`config.mk`:
```
export PLATFORM = sky130hd
export DESIGN_NAME = word_phrase_matcher
export DESIGN_NICKNAME = d
export VERILOG_FILES = /design/src/rtl/core/wpm_pkg.sv /design/src/rtl/core/wpm_cell.sv /design/src/rtl/core/wpm_out_stage.sv /design/src/rtl/core/word_phrase_matcher.sv
export SDC_FILE = /design/constraint.sdc
export NUM_CORES = 2
export LEC_CHECK = 0
export ABC_CLOCK_PERIOD_IN_PS = 4800
export BUFFER_PORTS_ARGS = -buffer_cell sky130_fd_sc_hd__clkbuf_2
export CAP_MARGIN = 20
export CORE_AREA = 2 2 508 510
export CTS_BUF_LIST = sky130_fd_sc_hd__clkbuf_4 sky130_fd_sc_hd__clkbuf_8 sky130_fd_sc_hd__clkbuf_16
export CTS_CLUSTER_DIAMETER = 200
export DETAILED_ROUTE_END_ITERATION = 8
export DIE_AREA = 0 0 510 512
export PLACE_DENSITY = 0.63
export SLEW_MARGIN = 10
export SYNTH_ARGS = -nofsm -noshare
export SYNTH_HDL_FRONTEND = slang
export SYNTH_SLANG_ARGS = --single-unit
```
`constraint.sdc`:
```
create_clock -name clk_i -period 4.8 [get_ports clk_i]
set_input_delay 0.24 -clock clk_i [delete_from_list [all_inputs] [get_ports clk_i]]
set_output_delay 0.24 -clock clk_i [all_outputs]
set_load 0.01 [all_outputs]
```
`src/rtl/core/wpm_pkg.sv`:
```
// ----------------------------------------------------------------------------
// wpm_pkg: shared types and constants of the word phrase matcher
// Operation codes, field widths and the control and result bundles that
// pass between the top level, the match cells and the output stage.
// ----------------------------------------------------------------------------
package wpm_pkg;

  localparam int unsigned WordWidth         = 32;
  localparam int unsigned CountWidth        = 32;
  localparam int unsigned MaxPhraseDefault  = 64;

  typedef enum logic {
    OpLoad   = 1'b0,
    OpSearch = 1'b1
  } op_e;

  // Broadcast to every match cell in the chain.
  typedef struct packed {
    logic                 load_en;
    logic                 search_en;
    logic                 restart;
    logic                 last;
    logic [WordWidth-1:0] word;
  } cell_ctrl_t;

  typedef struct packed {
    logic                  matched;
    logic [CountWidth-1:0] sentence_number;
    logic                  phrase_overflow;
  } result_t;

endpackage

```
`src/rtl/core/wpm_cell.sv`:
```
// ----------------------------------------------------------------------------
// wpm_cell: one match cell of the phrase chain
// Holds one phrase word, its occupied flag and one partial-match bit; takes
// the left neighbor's flags and hands its own to the right in every cycle.
// ----------------------------------------------------------------------------
module wpm_cell (
  input  logic                                clk_i,
  input  logic                                rst_ni,
  input  wpm_pkg::cell_ctrl_t                 ctrl_i,
  input  logic                                prev_active_i,
  input  logic                                prev_hit_i,
  input  logic                                next_active_i,
  output logic                                active_o,
  output logic                                hit_o,
  output logic                                tail_hit_o
);

  logic                          active_q, active_d;
  logic                          hit_q, hit_d;
  logic [wpm_pkg::WordWidth-1:0] word_q;
  logic                          write_en;
  logic                          hit_calc;

  // Occupied flag as seen after a load restart has emptied the chain.
  assign active_o = active_q & ~ctrl_i.restart;

  // Fill the first free cell: left neighbor occupied, this one free.
  assign write_en = ctrl_i.load_en & prev_active_i & ~active_o;
  assign active_d = active_o | write_en;

  assign hit_calc = active_q & prev_hit_i & (word_q == ctrl_i.word);

  always_comb begin
    hit_d = hit_q;
    if (ctrl_i.restart) begin
      hit_d = 1'b0;
    end else if (ctrl_i.search_en) begin
      hit_d = ctrl_i.last ? 1'b0 : hit_calc;
    end
  end

  // Full phrase seen when the last occupied cell hits.
  assign tail_hit_o = ctrl_i.search_en & hit_calc & ~next_active_i;
  assign hit_o      = hit_q;

  always_ff @(posedge clk_i or negedge rst_ni) begin
    if (!rst_ni) begin
      active_q <= 1'b0;
      hit_q    <= 1'b0;
    end else begin
      active_q <= active_d;
      hit_q    <= hit_d;
    end
  end

  always_ff @(posedge clk_i) begin
    if (write_en) begin
      word_q <= ctrl_i.word;
    end
  end

endmodule

```
`src/rtl/core/wpm_out_stage.sv`:
```
// ----------------------------------------------------------------------------
// wpm_out_stage: result register with valid/stall handshake
// Holds one result until the receiver takes it; frees the slot in the same
// cycle as the transfer.
// ----------------------------------------------------------------------------
module wpm_out_stage (
  input  logic                clk_i,
  input  logic                rst_ni,
  input  logic                push_i,
  input  wpm_pkg::result_t    result_i,
  output logic                busy_o,
  output logic                valid_o,
  input  logic                stall_i,
  output wpm_pkg::result_t    result_o
);

  logic             valid_q, valid_d;
  wpm_pkg::result_t result_q;

  assign busy_o  = valid_q & stall_i;
  assign valid_d = push_i | busy_o;

  always_ff @(posedge clk_i or negedge rst_ni) begin
    if (!rst_ni) begin
      valid_q <= 1'b0;
    end else begin
      valid_q <= valid_d;
    end
  end

  always_ff @(posedge clk_i) begin
    if (push_i) begin
      result_q <= result_i;
    end
  end

  assign valid_o  = valid_q;
  assign result_o = result_q;

endmodule

```
`src/rtl/core/word_phrase_matcher.sv`:
```
// ----------------------------------------------------------------------------
// word_phrase_matcher: contiguous phrase search over a word-id stream
// Shift-and matcher built as a chain of match cells, one per phrase word.
// ----------------------------------------------------------------------------
// Usage:
//   Input channel (in_valid_i / in_stall_o) carries op_i, word_id_i, last_i.
//   Load transfers (op 0) store the phrase one word per cell; the first load
//   after a finished load or search word clears chain and sentence counter.
//   Search transfers (op 1) carry one sentence word each. All alignments are
//   updated in parallel: every cell compares its word with the broadcast
//   word and ANDs the result with its left neighbor's partial-match bit.
//   On the last word of a sentence one result (matched_o, sentence_number_o,
//   phrase_overflow_o) appears on the output channel (out_valid_o /
//   out_stall_i) in the cycle after the transfer.
//   Throughput is one word per cycle while in_stall_o is low.
//   The input stalls only while a result waits in the output register and
//   the receiver stalls; items without a result still need that slot free.
//   Reset empties the phrase (every sentence then matches), clears the
//   counter, the overflow flag and the output valid flag. Phrase words beyond
//   MaxPhrase are dropped and flag overflow; no sentence matches then.
// ----------------------------------------------------------------------------
module word_phrase_matcher #(
  parameter int unsigned MaxPhrase = wpm_pkg::MaxPhraseDefault
) (
  input  logic                            clk_i,
  input  logic                            rst_ni,
  input  logic                            in_valid_i,
  output logic                            in_stall_o,
  input  logic                            op_i,
  input  logic [wpm_pkg::WordWidth-1:0]   word_id_i,
  input  logic                            last_i,
  output logic                            out_valid_o,
  input  logic                            out_stall_i,
  output logic                            matched_o,
  output logic [wpm_pkg::CountWidth-1:0]  sentence_number_o,
  output logic                            phrase_overflow_o
);

  logic                           in_xfer;
  logic                           is_load, is_search;
  wpm_pkg::cell_ctrl_t            ctrl;
  wpm_pkg::result_t               result_d, result_q;

  // Flag chains: index 0 is the fixed left boundary, index k+1 is cell k.
  logic [MaxPhrase:0]             active_chain;
  logic [MaxPhrase:0]             hit_chain;
  logic [MaxPhrase-1:0]           next_active;
  logic [MaxPhrase-1:0]           tail_hits;
  logic                           any_tail_hit;

  logic                           load_done_q, load_done_d;
  logic                           overflow_q, overflow_d;
  logic                           found_q, found_d;
  logic [wpm_pkg::CountWidth-1:0] count_q, count_d;
  logic                           push;
  logic                           out_busy;

  assign in_xfer    = in_valid_i & ~out_busy;
  assign in_stall_o = out_busy;
  assign is_load    = in_xfer & (op_i == wpm_pkg::OpLoad);
  assign is_search  = in_xfer & (op_i == wpm_pkg::OpSearch);

  assign ctrl.load_en   = is_load;
  assign ctrl.search_en = is_search;
  assign ctrl.restart   = is_load & load_done_q;
  assign ctrl.last      = last_i;
  assign ctrl.word      = word_id_i;

  // Cell 0 always sees an occupied left neighbor holding a full match.
  assign active_chain[0] = 1'b1;
  assign hit_chain[0]    = 1'b1;

  for (genvar k = 0; k < MaxPhrase; k++) begin : g_cell
    if (k == MaxPhrase - 1) begin : g_edge
      assign next_active[k] = 1'b0;
    end else begin : g_inner
      assign next_active[k] = active_chain[k+2];
    end

    wpm_cell u_cell (
      .clk_i         (clk_i),
      .rst_ni        (rst_ni),
      .ctrl_i        (ctrl),
      .prev_active_i (active_chain[k]),
      .prev_hit_i    (hit_chain[k]),
      .next_active_i (next_active[k]),
      .active_o      (active_chain[k+1]),
      .hit_o         (hit_chain[k+1]),
      .tail_hit_o    (tail_hits[k])
    );
  end

  assign any_tail_hit = |tail_hits;

  // Track load state, overflow, per-sentence match and sentence count.
  always_comb begin
    load_done_d = load_done_q;
    overflow_d  = overflow_q;
    found_d     = found_q;
    count_d     = count_q;
    if (is_load) begin
      load_done_d = last_i;
      // Last cell already occupied after restart masking: drop the word.
      overflow_d  = (overflow_q & ~ctrl.restart) | active_chain[MaxPhrase];
      if (ctrl.restart) begin
        found_d = 1'b0;
        count_d = '0;
      end
    end else if (is_search) begin
      load_done_d = 1'b1;
      if (last_i) begin
        found_d = 1'b0;
        count_d = count_q + wpm_pkg::CountWidth'(1);
      end else begin
        found_d = found_q | any_tail_hit;
      end
    end
  end

  always_ff @(posedge clk_i or negedge rst_ni) begin
    if (!rst_ni) begin
      load_done_q <= 1'b1;
      overflow_q  <= 1'b0;
      found_q     <= 1'b0;
      count_q     <= '0;
    end else begin
      load_done_q <= load_done_d;
      overflow_q  <= overflow_d;
      found_q     <= found_d;
      count_q     <= count_d;
    end
  end

  // An empty chain means an empty phrase, which matches every sentence.
  assign push                     = is_search & last_i;
  assign result_d.matched         = ~overflow_q
                                    & (~active_chain[1] | found_q | any_tail_hit);
  assign result_d.sentence_number = count_q;
  assign result_d.phrase_overflow = overflow_q;

  wpm_out_stage u_out (
    .clk_i    (clk_i),
    .rst_ni   (rst_ni),
    .push_i   (push),
    .result_i (result_d),
    .busy_o   (out_busy),
    .valid_o  (out_valid_o),
    .stall_i  (out_stall_i),
    .result_o (result_q)
  );

  assign matched_o         = result_q.matched;
  assign sentence_number_o = result_q.sentence_number;
  assign phrase_overflow_o = result_q.phrase_overflow;

endmodule

```
Yosys cells after proc, flatten, opt, wreduce, memory -nomap -nowiden
Index checks and enable logic that the tools add are counted.

Input port bits: 38. Output and inout bits: 36. Word-level logic and storage cells: 1060. Register bits after elaboration: 2245.

Muxes and demuxes: 199. Eq/ne operators: 65. Reductions and logical operators: 6. Add/subtract/negate cells: 1. Bitwise logic cells: 590.

Operators by type and width (number): equality test 32 bit (64); AND 1 bit (453); 2-to-1 mux 1 bit (195); 2-to-1 mux 32 bit (4); bitwise OR 1 bit (69); NOT 1 bit (68); OR reduction 64 bit (1); adder 32 x 1 -> 32 bit (second input constant) (1); nonzero test 2 bit (3); AND reduction 3 bit (1); inequality test 2 x 1 -> 1 bit (second input constant) (1); AND reduction 2 bit (1).

Logic depth before layout (Yosys ltp)
Word-level depth: 14. Mapped depth: 13.

By module
From an unflattened synthesis, not the netlist that was laid out.

Cells, all modules: 6206. Area, all modules: 94434.3 µm².

Modules (own cells, without submodules): wpm_cell (area an instance 1427.6 µm², times used 64, cells an instance 93); word_phrase_matcher (area an instance 2006.9 µm², times used 1, cells an instance 217); wpm_out_stage (area an instance 1059.8 µm², times used 1, cells an instance 37).

Worst setup path before layout
No wires, ideal clock.

Path kind: reg-to-reg. Start: register u_out.valid_q (netlist: u_out.valid_o). End: register g_cell[21].u_cell.word_q[0] in the netlist's numbering (enable). Required time: 4.332 ns. Cell stages (with the launch flop): 7. Clock period less this slack: 4.203 ns. Setup slack: 0.597 ns. Buffers on the path: 2. Data arrival time: 3.735 ns. Setup time: 0.468 ns. Cells stage by stage: dfrtp_1 > nand2_1 > nand2_1 > or3_1 > clkbuf_1 > clkbuf_1 > nor3b_1.

Cells in the longest elaborated chain, start to end: 9. Elaborated cells between the ends (all ways): 11. Classes of those cells: 11 x bitwise.

Ends and longest elaborated chain: start, declared (line wpm_out_stage.sv:17) `logic valid_q, valid_d;`; start signal, assigned (line wpm_out_stage.sv:27) `valid_q <= valid_d;`; AND 1 bit * (line wpm_out_stage.sv:20) `assign busy_o = valid_q & stall_i;`; NOT 1 bit * (line word_phrase_matcher.sv:58) `assign in_xfer = in_valid_i & ~out_busy;`; AND 1 bit * (line word_phrase_matcher.sv:58); AND 1 bit * (line word_phrase_matcher.sv:60) `assign is_load = in_xfer & (op_i == wpm_pkg::OpLoad);`; AND 1 bit (line word_phrase_matcher.sv:65) `assign ctrl.restart = is_load & load_done_q;`; NOT 1 bit (line wpm_cell.sv:25) `assign active_o = active_q & ~ctrl_i.restart;`; AND 1 bit (line wpm_cell.sv:25); AND 1 bit / NOT 1 bit (equally long branches) (line wpm_cell.sv:28) `assign write_en = ctrl_i.load_en & prev_active_i & ~active_o;`; AND 1 bit * (line wpm_cell.sv:28); via g_cell[21].u_cell.write_en (line wpm_cell.sv:21) `logic write_en;`; end signal, assigned (line wpm_cell.sv:58) `word_q <= ctrl_i.word;`; end, declared (line wpm_cell.sv:20) `logic [wpm_pkg::WordWidth-1:0] word_q;`.

Mark *: on every way through the listed nets, which the timed path passes. The rest lies on a longest branch. A chain may end at the register's enable or synchronous reset.

==> flow_summary.toml <==
[outcome]
status = "finished with violations"
failed_checks = "negative hold slack"

[synth]
post-synth-top-area-cell = "edfxtp_1"
synth_compound_gate_area_share_pct = 1.61
synth.area.mux_share_pct = 0
yosys_most_used_dff = "edfxtp_1"
synth_warnings = 0
synth.avg_cell_area_um2 = 16.0
syn-cell-area_mm2 = 0.0941
synth_fp_nets = 5929
synth_top_family_by_area = "XOR/XNOR gates"
synth_top_area_share_pct = 66.4
ys_seq_elements = 2245
synth_cells = 5890
ys_seq_area_share_pct = 70.8
synthArstFlopShare_pct = 7.26
synthAdderAreaFrac_pct = 0.0133
synth_xor_area_share_pct = 18.9
synth.distinct_cells = 62
synth_top_cells_by_area = "edfxtp_1 (66%), xnor2_1 (10%), xor2_1 (8.7%), dfrtp_1 (4.3%), nand4_1 (2.0%)"
synth_edf_count = 2082
synthSimpleGateAreaFrac_pct = 6.54

[detailed_routing]
wl_um = 261000
vias_per_cell = 5.26
drc = 0
vias = 51900
first_pass_iters = 6
drtIter0Drc = 6328
wire_per_inst_um = 26.4
ant_nets = 0

[grt]
grt_pass1_vias = 50600
use_met2_pct = 31.7
grt_pass1_wl_um = 375000
grt_max_degree = 90
top_usage_layer = "met2"
grt_usage_pct = 19.7
use_met1_pct = 28.3
antenna_found_initial = 9
met3_usage_pct = 2.30
grt-ovfl-total = 0

[placed_design]
detailed_place_hpwl_um = 156000
port_buffers = 73
globalplace.congestion = 0.842
post_dp_cell_area_mm2 = 0.101

[clock_tree]
clkTransAtPathRegs_ps = 60
holdBufCountCts = 27
cts_tree = "built"
clk-insertion-delay-late_ps = 860
cts_inserted_buffers = 216
ctsResizeCount = 0
cts-root-buf = "clkbuf_16"
cts.htree.levels = 4
postCtsSetupRepairBufs = 0
cts_num_sinks = 2245
cts_buffer_depth = 3

[floorplanning]
floorplan.initialDensity_pct = 36.8
core_area_mm2 = 0.256
ioPinCount = 74
die_x_um = 510
rows = 186
dieArea_mm2 = 0.261
die_h_um = 512

[finish]
fin_area_mm2 = 0.108
areaGrowthSynthToFinish_pct = 15.3
nNetsFinal = 6330
drive_above_1_share_pct = 13.5

[pwr]
combPwrFrac_pct = 6.1
seqPwrFrac_pct = 51.8
peakVddDrop_mv = 0.437
power_switching_mw = 9.37
p_int_mw = 32.4
power_leakage_nw = 34.9
power_density_mw_per_mm2 = 385
sw_frac_of_total_pct = 22.5
power_frac_clock_pct = 42.1
p_total_mw = 41.7

[worst_setup_path]
rr_startpoint = "u_out.valid_o$_DFF_PN0_"
worstSetupPathType = "in2reg"
r2r_slack_ps = 1280
cp-start-kind = "input pin"
crit_fanout = 34
r2r-end = "u_out.result_o[33]$_DFFE_PP_"
reg2regPathDepth = 9
worstPathArrival_ps = 4240
crit_path_end_kind = "flip-flop"
critPathRequiredTime_ps = 5490

[timing]
slew_headroom_pct = 21.0
worstMarginPinSlew_ps = 1180
fin_hold_ws_ps = -0.00788
finalHoldViolations = 1
period_needed_ps = 3550
max_freq_ghz = 0.282
clock_skew_ps = 57.0
setup_viol = 0
slew_violations = 0
rsz0062_at_grt = "no"
setup-tns-final_ps = 0
period_share_pct = 73.9

[hold_path]
worstHoldPathType = "in2async"

[run]
drv_cap = 0
## worst max path at each step
stage | from | end | slack, ps | cells past startpoint
after floorplan | u_out.valid_o$_DFF_PN0_ | g_cell[21].u_cell.word_q[0]$_DFFE_PP_ | 600 | 6
after global placement | word_id_i[30] | u_out.result_o[33]$_DFFE_PP_ | 920 | 11
after detailed placement | word_id_i[30] | u_out.result_o[33]$_DFFE_PP_ | 840 | 11
after CTS | u_out.valid_o$_DFF_PN0_ | u_out.result_o[33]$_DFFE_PP_ | 1320 | 9
after global routing | word_id_i[7] | u_out.result_o[33]$_DFFE_PP_ | 1180 | 12
final | word_id_i[6] | u_out.result_o[33]$_DFFE_PP_ | 1250 | 13
## routing by layer
| metal | wire length [µm] | part of all wire (%) | vias to the layer above |
|---|---|---|---|
| met5 | 0 | 0 | - |
| met4 | 6170 | 2.4 | 0 |
| met3 | 17500 | 6.7 | 321 |
| met2 | 124000 | 48 | 2045 |
| met1 | 113000 | 43 | 27200 |
| li1 | - | - | 22400 |
## metrics by stage
step	std cells	utilization [%]	setup slack [ps]
floorplan	5890	-	597
CTS	9861	42.4	1320
detailed placement	9430	39.4	838
finish	9863	42.4	1250
global placement	9429	39.4	924
global route	9862	42.4	1180
## registers in the layout, summed over array words and instances, names as in the netlist
signal                  count
u_out.result_o             34
count_q                    32
u_out.valid_o               1
g_cell.u_cell.word_q     2048
overflow_q                  1
found_q                     1
g_cell.u_cell.hit_o        63
g_cell.u_cell.active_q     64
load_done_q                 1
## worst max-delay path, stage by stage
cell and delay [ps]:
dlygate4sd3_1 580, clkbuf_8 340, buf_12 320, buf_4 280, xor2_1 80, nor4_1 730
nand2_1 180, or4_1 480, o22a_1 310, o221ai_1 110, nor3_1 80, and3_4 170
a41oi_2 170
## cells in the final DEF, fill, tap and decap left out, drive strengths merged, types with 9 or more instances in the layout
cell and n:
dfrtp 162, clkbuf 347, nand4 307, a21oi 79, inv 41, buf 353, o2111ai 9, nand2b 13
or4 19, o22ai 21, and3 11, nand2 110, dlygate4sd3 27, nor3b 63, clkinvlp 10, nand3 101
edfxtp 2082, nor4 252, bufinv 21, clkinv 91, nor3 71, xor2 932, o21ai 60, xnor2 1097
nor2 111
## power groups by stage
stage                     combinational (mW)  sequential (mW)  clock, mW
after floorplan                         1.32             22.0          0
after global placement                  2.49             22.0          0
after detailed placement                2.52             22.0          0
after CTS                               2.56             21.6       17.8
after global routing                    2.69             21.6       18.5
final                                   2.54             21.6       17.6
## cells in the mapped netlist, types with 2 or more instances
cell type	count
o22ai_1	21
nor2b_1	3
a211o_1	6
nor4_1	252
nor3_1	71
o32a_1	2
and3_4	2
buf_8	2
a221o_1	2
o2111ai_1	9
o221ai_1	8
nand4_1	307
nand2b_1	13
clkbuf_1	38
buf_6	45
a21oi_1	79
o31ai_1	4
xor2_1	932
and2_1	5
edfxtp_1	2082
o22a_1	4
nor2_1	111
inv_2	4
and4_1	7
a2111oi_0	5
or4_1	19
a22o_1	4
o21ai_0	60
o211ai_1	4
xnor2_1	1097
nand3_2	2
o32ai_1	4
a222oi_1	7
and3_1	8
nor3b_1	63
buf_2	54
a2111oi_4	2
or3_1	4
inv_1	31
or2_2	2
nand2_1	109
dfrtp_1	162
buf_4	128
nand3_1	98
## logic make-up after synthesis
kind of cell,Yosys count
AO/OA/AOI/OAI,232
buffers and inverters,303
XOR/XNOR,2029
flip-flops,2245
AND/OR/NAND/NOR,1080
adder cells (fa/ha/maj),1
## layout make-up
| type | instances | area (µm²) |
|---|---|---|
| clock buffer | 276 | 6050 |
| timing repair buffer | 451 | 4320 |
| multi-input combinational | 3342 | 25800 |
| sequential | 2245 | 66600 |
| fill | 22400 | 147000 |
| antenna | 2 | 5.00 |
| clock inverter | 128 | 1310 |
| inverter | 35 | 131 |
| tap | 3384 | 4230 |
Note: power is estimated with default switching activity, not from simulation.
